## config.mk

```make
export PLATFORM = sky130hd
export DESIGN_NAME = integer_to_roman_numeral
export DESIGN_NICKNAME = d
export VERILOG_FILES = /design/src/sv/i2r_pkg.sv /design/src/sv/integer_to_roman_numeral.sv /design/src/sv/i2r_emit.sv
export SDC_FILE = /design/constraint.sdc
export NUM_CORES = 1
export LEC_CHECK = 0
export ABC_AREA = 0
export BUFFER_PORTS_ARGS = -buffer_cell sky130_fd_sc_hd__buf_2
export CORE_UTILIZATION = 50
export DETAILED_ROUTE_END_ITERATION = 8
export PLACE_DENSITY = 0.66
export SETUP_SLACK_MARGIN = 0.5
export SLEW_MARGIN = 20
export SYNTH_ARGS = -nofsm -noshare
export SYNTH_HDL_FRONTEND = slang
export SYNTH_HIERARCHICAL = 1
export SYNTH_SLANG_ARGS = --single-unit
```

## constraint.sdc

```tcl
create_clock -name clk -period 24.2 [get_ports clk]
set_input_delay 4.84 -clock clk [delete_from_list [all_inputs] [get_ports clk]]
set_output_delay 4.84 -clock clk [all_outputs]
set_load 0.01 [all_outputs]
```

## src/sv/i2r_pkg.sv

```systemverilog
// ----------------------------------------------------------------------------
// i2r_pkg: shared types and constants for the integer to Roman numeral block
// Character codes, the run of characters handed to the emitter, and sizes.
// ----------------------------------------------------------------------------
`timescale 1ns / 1ps

package i2r_pkg;

    localparam int VALUE_W   = 12;
    localparam int CHAR_W    = 7;
    localparam int RUN_SLOTS = 15;
    localparam int LEN_W     = 4;

    typedef logic [VALUE_W-1:0]          value_t;
    typedef logic [CHAR_W-1:0]           char_t;
    typedef logic [RUN_SLOTS*CHAR_W-1:0] run_chars_t;
    typedef logic [LEN_W-1:0]            run_len_t;

    // Slot 0 (the first character out) sits in the top bits of chars.
    typedef struct packed {
        run_chars_t chars;
        run_len_t   len;
        logic       err;
    } run_t;

    localparam char_t CH_NUL = 7'h00;
    localparam char_t CH_I   = 7'h49;
    localparam char_t CH_V   = 7'h56;
    localparam char_t CH_X   = 7'h58;
    localparam char_t CH_L   = 7'h4C;
    localparam char_t CH_C   = 7'h43;
    localparam char_t CH_D   = 7'h44;
    localparam char_t CH_M   = 7'h4D;

    localparam value_t MAX_VALUE = 12'd3999;

endpackage

```

## src/sv/integer_to_roman_numeral.sv

```systemverilog
// ----------------------------------------------------------------------------
// integer_to_roman_numeral: converts 1..3999 to Roman numeral characters
// Each value passes stages 1 to 4 and then loads into the emitter, which sends
// its numeral (1..15 characters) one character per cycle while char_stall is
// low; the four pipeline stages buffer further inputs meanwhile.
// Reset clears all valid bits; no clearing pass, ready right after reset.
// ----------------------------------------------------------------------------
`timescale 1ns / 1ps

module integer_to_roman_numeral (
    input  logic            clk,
    input  logic            rst_n,
    input  logic            item_valid,
    output logic            item_stall,
    input  i2r_pkg::value_t value,
    output logic            char_valid,
    input  logic            char_stall,
    output i2r_pkg::char_t  symbol_char,
    output logic            last_char,
    output logic            range_error
);
    import i2r_pkg::*;

    localparam int DIGIT_SLOTS = 4;
    localparam int PAIR_SLOTS  = 2 * DIGIT_SLOTS;

    typedef struct packed {
        logic [DIGIT_SLOTS*CHAR_W-1:0] chars;
        logic [2:0]                    len;
    } digit_pat_t;

    typedef struct packed {
        logic [PAIR_SLOTS*CHAR_W-1:0] chars;
        logic [3:0]                   len;
    } pair_t;

    function automatic logic [3:0] lead_digit(input logic [9:0] r, input logic [9:0] unit);
        logic [3:0] d;
        d = '0;
        for (int k = 1; k <= 9; k++)
        begin
            if (r >= 10'(k) * unit)
                d = 4'(k);
        end
        return d;
    endfunction

    function automatic digit_pat_t digit_pattern(input logic [3:0] d, input char_t one,
                                                 input char_t five, input char_t ten);
        digit_pat_t p;
        p.chars = '0;
        p.len   = '0;
        case (d)
            4'd1: begin p.chars = {one, CH_NUL, CH_NUL, CH_NUL};  p.len = 3'd1; end
            4'd2: begin p.chars = {one, one, CH_NUL, CH_NUL};     p.len = 3'd2; end
            4'd3: begin p.chars = {one, one, one, CH_NUL};        p.len = 3'd3; end
            4'd4: begin p.chars = {one, five, CH_NUL, CH_NUL};    p.len = 3'd2; end
            4'd5: begin p.chars = {five, CH_NUL, CH_NUL, CH_NUL}; p.len = 3'd1; end
            4'd6: begin p.chars = {five, one, CH_NUL, CH_NUL};    p.len = 3'd2; end
            4'd7: begin p.chars = {five, one, one, CH_NUL};       p.len = 3'd3; end
            4'd8: begin p.chars = {five, one, one, one};          p.len = 3'd4; end
            4'd9: begin p.chars = {one, ten, CH_NUL, CH_NUL};     p.len = 3'd2; end
            default: begin p.chars = '0; p.len = '0; end
        endcase
        return p;
    endfunction

    function automatic pair_t join_pair(input digit_pat_t a, input digit_pat_t b);
        pair_t p;
        p.chars = {a.chars, {(DIGIT_SLOTS*CHAR_W){1'b0}}}
                | ({b.chars, {(DIGIT_SLOTS*CHAR_W){1'b0}}} >> (CHAR_W * a.len));
        p.len   = 4'(a.len) + 4'(b.len);
        return p;
    endfunction

    // Stage valid bits and enables
    logic v1_reg, v2_reg, v3_reg, v4_reg;
    logic en1, en2, en3, en4;
    logic load_ready;

    // Stage 1: range check and thousands digit
    logic       err1_reg, err1_next;
    logic [1:0] thou1_reg, thou1_next;
    logic [9:0] rem1_reg, rem1_next;

    // Stage 2: hundreds digit
    logic       err2_reg;
    logic [1:0] thou2_reg;
    logic [3:0] hund2_reg, hund2_next;
    logic [6:0] rem2_reg, rem2_next;

    // Stage 3: tens and ones digits
    logic       err3_reg;
    logic [1:0] thou3_reg;
    logic [3:0] hund3_reg, tens3_reg, tens3_next, ones3_reg, ones3_next;

    // Stage 4: digit letters packed in pairs
    logic  err4_reg;
    pair_t hi4_reg, hi4_next, lo4_reg, lo4_next;

    logic [2*PAIR_SLOTS*CHAR_W-1:0] run_wide;
    run_t                           load_run;

    assign en4 = !v4_reg || load_ready;
    assign en3 = !v3_reg || en4;
    assign en2 = !v2_reg || en3;
    assign en1 = !v1_reg || en2;
    assign item_stall = !en1;

    always_comb
    begin
        err1_next = (value == '0) || (value > MAX_VALUE);
        if (value >= 12'd3000)
            thou1_next = 2'd3;
        else if (value >= 12'd2000)
            thou1_next = 2'd2;
        else if (value >= 12'd1000)
            thou1_next = 2'd1;
        else
            thou1_next = 2'd0;
        rem1_next  = 10'(value - 12'(thou1_next) * 12'd1000);

        hund2_next = lead_digit(rem1_reg, 10'd100);
        rem2_next  = 7'(rem1_reg - 10'(hund2_next) * 10'd100);

        tens3_next = lead_digit(10'(rem2_reg), 10'd10);
        ones3_next = 4'(rem2_reg - 7'(tens3_next) * 7'd10);

        hi4_next = join_pair(digit_pattern(4'(thou3_reg), CH_M, CH_NUL, CH_NUL),
                             digit_pattern(hund3_reg, CH_C, CH_D, CH_M));
        lo4_next = join_pair(digit_pattern(tens3_reg, CH_X, CH_L, CH_C),
                             digit_pattern(ones3_reg, CH_I, CH_V, CH_X));
    end

    // Final join: the lower pair lands right after the upper pair's letters
    always_comb
    begin
        run_wide = {hi4_reg.chars, {(PAIR_SLOTS*CHAR_W){1'b0}}}
                 | ({lo4_reg.chars, {(PAIR_SLOTS*CHAR_W){1'b0}}} >> (CHAR_W * hi4_reg.len));
        if (err4_reg)
        begin
            load_run.chars = '0;
            load_run.len   = run_len_t'(1);
            load_run.err   = 1'b1;
        end
        else
        begin
            load_run.chars = run_wide[2*PAIR_SLOTS*CHAR_W-1 -: RUN_SLOTS*CHAR_W];
            load_run.len   = run_len_t'(5'(hi4_reg.len) + 5'(lo4_reg.len));
            load_run.err   = 1'b0;
        end
    end

    always_ff @(posedge clk or negedge rst_n)
    begin
        if (!rst_n)
        begin
            v1_reg <= 1'b0;
            v2_reg <= 1'b0;
            v3_reg <= 1'b0;
            v4_reg <= 1'b0;
        end
        else
        begin
            if (en1)
                v1_reg <= item_valid;
            if (en2)
                v2_reg <= v1_reg;
            if (en3)
                v3_reg <= v2_reg;
            if (en4)
                v4_reg <= v3_reg;
        end
    end

    // Payload advances with its stage enable, holds otherwise
    always_ff @(posedge clk)
    begin
        if (en1)
        begin
            err1_reg  <= err1_next;
            thou1_reg <= thou1_next;
            rem1_reg  <= rem1_next;
        end
        if (en2)
        begin
            err2_reg  <= err1_reg;
            thou2_reg <= thou1_reg;
            hund2_reg <= hund2_next;
            rem2_reg  <= rem2_next;
        end
        if (en3)
        begin
            err3_reg  <= err2_reg;
            thou3_reg <= thou2_reg;
            hund3_reg <= hund2_reg;
            tens3_reg <= tens3_next;
            ones3_reg <= ones3_next;
        end
        if (en4)
        begin
            err4_reg <= err3_reg;
            hi4_reg  <= hi4_next;
            lo4_reg  <= lo4_next;
        end
    end

    i2r_emit u_emit (
        .clk         (clk),
        .rst_n       (rst_n),
        .load_valid  (v4_reg),
        .load_ready  (load_ready),
        .load_run    (load_run),
        .char_valid  (char_valid),
        .char_stall  (char_stall),
        .symbol_char (symbol_char),
        .last_char   (last_char),
        .range_error (range_error)
    );

    a_rem1_range: assert property (@(posedge clk) disable iff (!rst_n)
        v1_reg && !err1_reg |-> rem1_reg < 10'd1000)
        else $error("thousands remainder out of range");

    a_digits_range: assert property (@(posedge clk) disable iff (!rst_n)
        v3_reg && !err3_reg |-> hund3_reg <= 4'd9 && tens3_reg <= 4'd9 && ones3_reg <= 4'd9)
        else $error("decimal digit out of range");

    a_run_length: assert property (@(posedge clk) disable iff (!rst_n)
        v4_reg && !err4_reg |-> (5'(hi4_reg.len) + 5'(lo4_reg.len)) <= 5'd15
                             && (5'(hi4_reg.len) + 5'(lo4_reg.len)) != 5'd0)
        else $error("numeral length out of range");

    a_stall_when_full: assert property (@(posedge clk) disable iff (!rst_n)
        item_stall |-> v1_reg && v2_reg && v3_reg && v4_reg)
        else $error("input stalled with a free pipeline stage");

endmodule

```

## src/sv/i2r_emit.sv

```systemverilog
// ----------------------------------------------------------------------------
// i2r_emit: character emitter
// Holds one packed run of numeral characters and sends one beat per cycle
// unless stalled, marking the final beat; the next run loads as it is taken.
// ----------------------------------------------------------------------------
`timescale 1ns / 1ps

module i2r_emit (
    input  logic           clk,
    input  logic           rst_n,
    input  logic           load_valid,
    output logic           load_ready,
    input  i2r_pkg::run_t  load_run,
    output logic           char_valid,
    input  logic           char_stall,
    output i2r_pkg::char_t symbol_char,
    output logic           last_char,
    output logic           range_error
);
    import i2r_pkg::*;

    logic       busy_reg, busy_next;
    run_len_t   left_reg, left_next;
    run_chars_t chars_reg, chars_next;
    logic       err_reg, err_next;
    logic       pop;

    assign pop         = busy_reg && !char_stall;
    assign last_char   = (left_reg == run_len_t'(1));
    assign load_ready  = !busy_reg || (pop && last_char);
    assign char_valid  = busy_reg;
    assign symbol_char = chars_reg[RUN_SLOTS*CHAR_W-1 -: CHAR_W];
    assign range_error = err_reg;

    always_comb
    begin
        busy_next  = busy_reg;
        left_next  = left_reg;
        chars_next = chars_reg;
        err_next   = err_reg;
        if (load_ready)
        begin
            busy_next  = load_valid;
            left_next  = load_run.len;
            chars_next = load_run.chars;
            err_next   = load_run.err;
        end
        else if (pop)
        begin
            // advance to the next character
            left_next  = left_reg - run_len_t'(1);
            chars_next = chars_reg << CHAR_W;
        end
    end

    always_ff @(posedge clk or negedge rst_n)
    begin
        if (!rst_n)
        begin
            busy_reg <= 1'b0;
            left_reg <= '0;
        end
        else
        begin
            busy_reg <= busy_next;
            left_reg <= left_next;
        end
    end

    always_ff @(posedge clk)
    begin
        chars_reg <= chars_next;
        err_reg   <= err_next;
    end

    a_busy_has_chars: assert property (@(posedge clk) disable iff (!rst_n)
        busy_reg |-> left_reg != '0)
        else $error("emitter busy with empty run");

    a_error_single: assert property (@(posedge clk) disable iff (!rst_n)
        char_valid && range_error |-> last_char && symbol_char == CH_NUL)
        else $error("error beat is not a single NUL character");

    a_run_continues: assert property (@(posedge clk) disable iff (!rst_n)
        char_valid && !char_stall && !last_char |=> char_valid)
        else $error("run ended before its last beat");

    a_valid_letter: assert property (@(posedge clk) disable iff (!rst_n)
        char_valid && !range_error |-> symbol_char != CH_NUL)
        else $error("NUL character inside a valid numeral");

endmodule

```

==> summary.md, run 1 <==
| Metric | Value |
|---|---|
| Outcome | finished clean |
| GRT Residual Overflow | 0 |
| Max-cap violations | 0 |
| Vias in the first global route | between 15000 and 20000 |
| Antenna Nets Post-Route | 0 |
| Drt drc | 0 |
| Cts hold-fix bufs | 0 |
| Worst path top cell family by delay | buffers and inverters |
| Post-synthesis register bit count | about 310 |
| Mean post-synth cell area | around 10 um2 |
| Most common cell on crit path | buf_4 |
| Worst setup EP type | output pin |
| Least-Margin Pin Slew | between 1 and 1.5 ns |
| Initial Util | about half |
| Max incr delay on CP | 0.76 ns |
| Port-buffer cells | 26 |
| Post-route cell area | 22800 um2 |
| Worst path bufs/invs | 6 |
| IO Pins | 27 |
| Largest family of logic cells by synthesized area | compound AO/OA/AOI/OAI gates |
| Placed cells | about 2500 |
| DR iter-0 viols | between 2000 and 2500 |
| Share of cells above drive strength 1 | ~15% |
| WS Path Type | primary input to output pin |
| Critical path's slowest cell | nand2b_4 |
| Final Core Density | approximately 54% |
| Synth warn | 6 |
| Diode count | 0 |
| Fraction of registers with async set/reset | ~2.9% |
| Max Transition Viols Final | 0 |
| Fin cells | roughly 2600 |
| TNS Setup | 0 ns |
| Syn-to-layout area delta | 6.35% |
| Relative slew margins | 19.5% |
| Pre-antenna DRT Iters | 7 |
| CTS clk-pin slew, worst paths | approximately 0.06 ns |
| Final setup vio count | 0 |
| Syn Nets | 2174 |
| Synth Area in Adders | 3.71% |
| Critical Path RT | between 15 and 20 ns |
| LEAKAGE | 8.44 nW |
| RD Place Congestion | slightly above 1 |
| Netlist cell types | 97 |
| CTS tree | yes |
| DR vias | ~17000 |
| Netlist Area Pre-Place | 21500 um2 |
| Final HPWL DP | between 40000 and 50000 um |
| Pin count of the biggest net entering global routing | 75 |
| Setup crit start kind | primary input |
| Critical Path Fanout Max | between 60 and 70 |
| Die width | about 210 um |
| RSZ-0062 raised after global routing | no |
| Cts bufs inserted | 37 |
| Post-Synth XOR/XNOR Area | under 10% |
| Seq/Total Area, Yosys | between 40% and 50% |
| CTS Buffer Depth | 3 |
| Post-synthesis compound-gate area fraction | roughly 18% |
| Mux contribution to synthesized area | about 17% |
| # nets final | around 2100 |
| Syn Inst Count | 2103 |
| Power per Cell Area | 97.2 nW/um2 |
| # H-tree levels | 2 |
| Simple-Gate Fraction of Synth Area | roughly an eighth |
| Core ar. | about 42000 um2 |
| Peak supply drop | 0.0562 mV |
| Initial antenna violation count | 1 |
| Die area | roughly 44000 um2 |
| Crit-path cells | buf_2 -> o21ai_4 -> buf_4 -> nand2b_4 -> nor2_1 -> buf_4 -> nand3_1 -> buf_4 -> inv_1 -> buf_2 |
| Via/cell ratio | around 6.5 |
| Fin crit share | between 50% and 60% |
| CTS root buffer | clkbuf_16 |
| Total wire length | just over 60000 um |
| Max Fclk | 82.1 MHz |
| Post-synth EDFFs | between 200 and 300 |
| Post-DP Area | around 22000 um2 |
| Post-layout power | roughly 2.2 mW |
| Row cnt | between 70 and 80 |
| # Post-CTS Setup Buffers | 0 |
| Tmin final | ~12 ns |
| CTS sink cnt | roughly 310 |
| Cts repair resizes | 0 |
| Final hold vios | 0 |
| Ys flop type | edfxtp_1 |
| Clk_skew | ~0.019 ns |
| Worst path arrival time | 7.34 ns |
| First-pass GRT wire length | ~95000 um |
| GRT Overall Usage | 28.3% |
| Die height | 209 um |
| Hold Crit Class | flop to flop |
| Avg WL per Cell | about 24 um |
| Worst skew pair latency | around 0.56 ns |
==> power by group <==
part	switching [mW]	internal (mW)	leakage [nW]
Combinational	0.634	0.325	4.95
Clock	0.221	0.320	0.560
Sequential	0.0409	0.678	2.93
==> cell usage in the layout (no fill, tap or decap), types with 27 or more instances in the layout <==
cell type and count:
mux2i_1 115, nor3_1 51, clkbuf_16 39, a21oi_1 118, mux2_2 130, nand2_1 220
o22ai_1 54, ha_1 40, nor2_1 187, nand3_1 39, o2bb2ai_1 31, mux4_2 27
inv_1 67, edfxtp_1 269, o21ai_0 115, buf_4 29, dfxtp_1 36
==> Yosys cell counts (27+ instances only) <==
| master | count | share of area (%) |
|---|---|---|
| nand2_1 | 222 | 3.9 |
| nor2_1 | 187 | 3.3 |
| mux2i_1 | 115 | 5.4 |
| edfxtp_1 | 269 | 38 |
| mux2_2 | 130 | 6.8 |
| dfxtp_1 | 36 | 3.4 |
| o21ai_0 | 115 | 2.7 |
| ha_1 | 42 | 2.4 |
| nor3_1 | 51 | 1.2 |
| a21oi_1 | 118 | 2.8 |
| o22ai_1 | 54 | 1.6 |
| nand3_1 | 39 | 0.91 |
| o2bb2ai_1 | 31 | 1.3 |
| clkbuf_1 | 79 | 1.4 |
| mux4_2 | 27 | 2.8 |
| inv_1 | 67 | 1.2 |
==> final cells by class <==
type | instances | area [um2]
clock buffer | 50 | 1030
clock inverter | 15 | 140
fill | 3653 | 19300
inverter | 75 | 282
multi-input combinational | 1557 | 11300
sequential | 314 | 9020
tap | 539 | 674
timing repair buffer | 55 | 348
==> kinds of logic after synthesis <==
group | Yosys count
buffers and inverters | 232
adders and majority gates | 56
DFF | 314
xor gates and xnor gates | 31
and+or+nand+nor | 604
AOI/OAI and AO/OA | 561
muxes | 305
==> per-layer routing <==
metal	global-route usage [%]	vias up	part of all wire [%]
met5	0	-	0.013
met1	38.4	8040	42
li1	-	7779	-
met4	12.3	2	4.2
met2	44.6	838	46
met3	4.76	153	8.2
==> metrics by stage <==
step	worst slack, ns	hold slack [ns]
3_5_place_dp	11.97	0.405
3_3_place_gp	11.97	0.401
5_1_grt	11.77	0.429
4_1_cts	11.95	0.419
6_report	12.02	0.420
2_1_floorplan	9.50	0.400
==> path summary, 6_finish.rpt <==
kind | to | depth (start not counted) | startpoint | slack, ns
max | item_stall | 10 | char_stall | 12.02
min | thou3_reg[0]$_DFFE_PN_ | 0 | thou2_reg[0]$_DFFE_PP_ | 0.42
max reg2reg | u_emit/chars_reg[47]$_DFFE_PP_ | 10 | hi4_reg[0]$_DFFE_PP_ | 19.07
min reg2reg | thou3_reg[0]$_DFFE_PN_ | 0 | thou2_reg[0]$_DFFE_PP_ | 0.42
max in group asynchronous | v4_reg$_DFFE_PN0P_ | 1 | rst_n | 19.86
min in group asynchronous | u_emit/left_reg[0]$_DFFE_PN0P_ | 1 | rst_n | 4.14
No activity file was read; power rests on OpenSTA's default activity.
==> run 2: changes to the inputs <==
--- a/config.mk
+++ b/config.mk
@@ -5,7 +5,7 @@
 export SDC_FILE = /design/constraint.sdc
 export NUM_CORES = 1
 export LEC_CHECK = 0
-export ABC_AREA = 0
+export ABC_AREA = 1
 export BUFFER_PORTS_ARGS = -buffer_cell sky130_fd_sc_hd__buf_2
 export CORE_UTILIZATION = 50
 export DETAILED_ROUTE_END_ITERATION = 8
==> constraint.sdc (replaced) <==
create_clock -name clk -period 12.1 [get_ports clk]
set_input_delay 2.42 -clock clk [delete_from_list [all_inputs] [get_ports clk]]
set_output_delay 2.42 -clock clk [all_outputs]
set_load 0.01 [all_outputs]
==> run 2 against run 1 <==
  * Cell area grew 0.45%
  * Clock skew down 0.0055 ns
  * Via count rose by 15%
==> summary.md, run 2 <==
| Metric | Value |
|---|---|
| Post-synthesis register bit count | 314 |
| RSZ-0062 raised after global routing | no |
| Initial Util | 51.2% |
| Core ar. | ~42000 um2 |
| Die width | 210 um |
| Setup crit start kind | primary input |
| Area contributors post-synth | edfxtp_1 37%, nand2_1 19%, nand3_1 7.0% |
| Hold_sp | thou1_reg[0]$_DFFE_PN_ |
| Via/cell ratio | about 5.6 |
| Netlist cell types | 66 |
| Mean post-synth cell area | 7.32 um2 |
| Synth warn | 6 |
| Hold Crit Class | flop to flop |
| Syn Nets | between 3000 and 4000 |
| Total wire length | ~63000 um |
| Fin crit share | between 70% and 80% |
| Final setup vio count | 0 |
| # Post-CTS Setup Buffers | 0 |
| Die area | around 44000 um2 |
| Fill count | roughly 4100 |
| Vias in the first global route | 18093 |
| Initial antenna violation count | 0 |
| Reg2reg start | hi4_reg[0]$_DFFE_PP_ |
| Most frequent cells in the layout | 1072 x nand2_1, 302 x nand3_1, 269 x edfxtp_1, 234 x inv_1, 203 x o21ai_0 |
| Synth area leader | edfxtp_1 |
| DR iter-0 viols | between 2000 and 2500 |
| Reg-to-reg setup timing slack | between 6 and 7 ns |
| Top cells by count, synth | 1072 x nand2_1, 302 x nand3_1, 269 x edfxtp_1 |
| Power per Cell Area | between 200 and 250 nW/um2 |
| Cts hold-fix bufs | 0 |
| Final hold vios | 0 |
| Critical Path RT | between 9 and 10 ns |
| Share of cells above drive strength 1 | 6.77% |
| TNS Setup | 0 ns |
| Worst Hold End | thou2_reg[0]$_DFFE_PP_ |
| GRT Residual Overflow | 0 |
| WS Path Type | primary input to output pin |
| Worst path arrival time | 6.13 ns |
| Antenna Nets Post-Route | 0 |
| First-pass GRT wire length | about 100000 um |
| Clk_skew | between 0.01 and 0.015 ns |
| Top-count cell post-synth | nand2_1 |
| IO Pins | 27 |
| Final HPWL DP | between 40000 and 50000 um |
| Seq/Total Area, Yosys | 41.6% |
| GRT Overall Usage | a little under 30% |
| CTS root buffer | clkbuf_16 |
| Worst setup EP type | output pin |
| Syn Inst Count | about 3000 |
| Placement Setup Slack | roughly 3.5 ns |
| Pin count of the biggest net entering global routing | around 100 |
| Outcome | finished clean |
| Ys flop type | edfxtp_1 |
| Tmin final | 8.55 ns |
| LEAKAGE | 10.1 nW |
| Die height | around 210 um |
| Commonest non-fill, non-tap cell in the layout | nand2_1 |
| Worst r2r path cells | 15 |
| Avg WL per Cell | between 15 and 20 um |
| Fraction of registers with async set/reset | roughly 2.9% |
| RD Place Congestion | 1.01 |
| WHS Path Cells | 0 |
| Pre-antenna DRT Iters | 6 |
| Port-buffer cells | 26 |
| Diode count | 0 |
| Reg2Reg Capture Point | u_emit/chars_reg[19]$_DFFE_PP_ |
| Worst skew pair latency | between 0.5 and 0.6 ns |
| Synth top area share | 37.3% |
| Post-synth EDFFs | between 200 and 300 |
| DR vias | 19330 |
| Netlist Area Pre-Place | approximately 22000 um2 |
| CTS sink cnt | around 310 |
| Row cnt | 75 |
| # nets final | between 2000 and 3000 |
| Relative slew margins | 28.6% |
| CTS Buffer Depth | 3 |
| Max Fclk | approximately 120 MHz |
| Worst setup margin | 3.55 ns |
| Least-Margin Pin Slew | ~1.1 ns |
| Cts bufs inserted | 36 |
| Peak supply drop | ~0.17 mV |
| Max-cap violations | 0 |
| Drt drc | 0 |
| Critical Path Fanout Max | between 50 and 60 |
| CTS tree | yes |
| Max Transition Viols Final | 0 |
| # H-tree levels | 2 |
| CTS clk-pin slew, worst paths | 0.05 ns |
| Cts repair resizes | 0 |
| Syn-to-layout area delta | 5.81% |
-- run 2: cell count changes after synthesis, sizes merged, moves of 45 or more --
| cell | delta |
|---|---|
| nand3 | +265 |
| a21oi | -45 |
| mux2i | -96 |
| buf | +51 |
| nand2 | +861 |
| mux2 | -155 |
| inv | +183 |
| o21ai | +204 |
-- run 2: worst max path at each step --
stage / start / endpoint / slack, ns
after CTS: char_stall / item_stall / 3.52
final: char_stall / item_stall / 3.55
after floorplan: char_stall / item_stall / 3.61
after global placement: char_stall / item_stall / 3.65
after global routing: char_stall / item_stall / 3.21
after detailed placement: char_stall / item_stall / 3.53
-- run 2: per-stage QoR --
stage / cell area, um2 / util, % / power [mW] / hold WS (ns) / std cells
4_1_cts: 22900 / 54.2 / 4.75 / 0.418 / 3473
3_3_place_gp: 21800 / 51.6 / 3.70 / 0.404 / 3410
5_1_grt: 22900 / 54.2 / 5.08 / 0.438 / 3473
3_5_place_dp: 21800 / 51.6 / 3.72 / 0.405 / 3410
6_report: 22900 / 54.2 / 4.78 / 0.418 / 3473
2_1_floorplan: 21700 / - / 3.07 / 0.400 / 2962
-- run 2: routing by layer --
| metal | vias to the layer above | wire length, um | GRT usage, % |
|---|---|---|---|
| met4 | 0 | 2850 | 13.5 |
| met2 | 734 | 28000 | 44.7 |
| met5 | - | 0 | 0 |
| met1 | 8854 | 28100 | 40.4 |
| met3 | 129 | 4130 | 3.58 |
| li1 | 9613 | - | - |
-- run 2: critical path: stages --
cell     delay, ns
buf_2         0.12
nand2_4       0.55
nand2_4       0.45
inv_4         0.44
nor2_1        0.14
inv_4         0.54
nor2_8        0.09
inv_2         0.47
nor2_1        0.08
inv_1         0.43
nor2_1        0.14
buf_2         0.17
-- run 2: area by class of cell --
cell class                 count  area, um2  area share [%]
sequential                   314       9020            39.3
timing repair buffer          52        325            1.42
clock inverter                18        129           0.562
clock buffer                  45        966            4.21
inverter                     255        965            4.21
tap                          577        722            3.15
multi-input combinational   2212      10800            47.1
-- run 2: power by group --
group          switching, mW  internal, mW
clock network          0.428         0.590
registers             0.0677          1.40
logic                   1.68         0.619
total                   2.17          2.61
-- run 2: cell families after synthesis --
kind of cell	count (synthesis)	synth area share [%]
AO/OA/AOI/OAI	508	13.5
XOR/XNOR	20	0.877
buffers and inverters	436	8.71
adder cells (fa/ha/maj)	55	3.63
AND/OR/NAND/NOR	1609	30.7
multiplexers	20	0.981
flip-flops	314	41.6
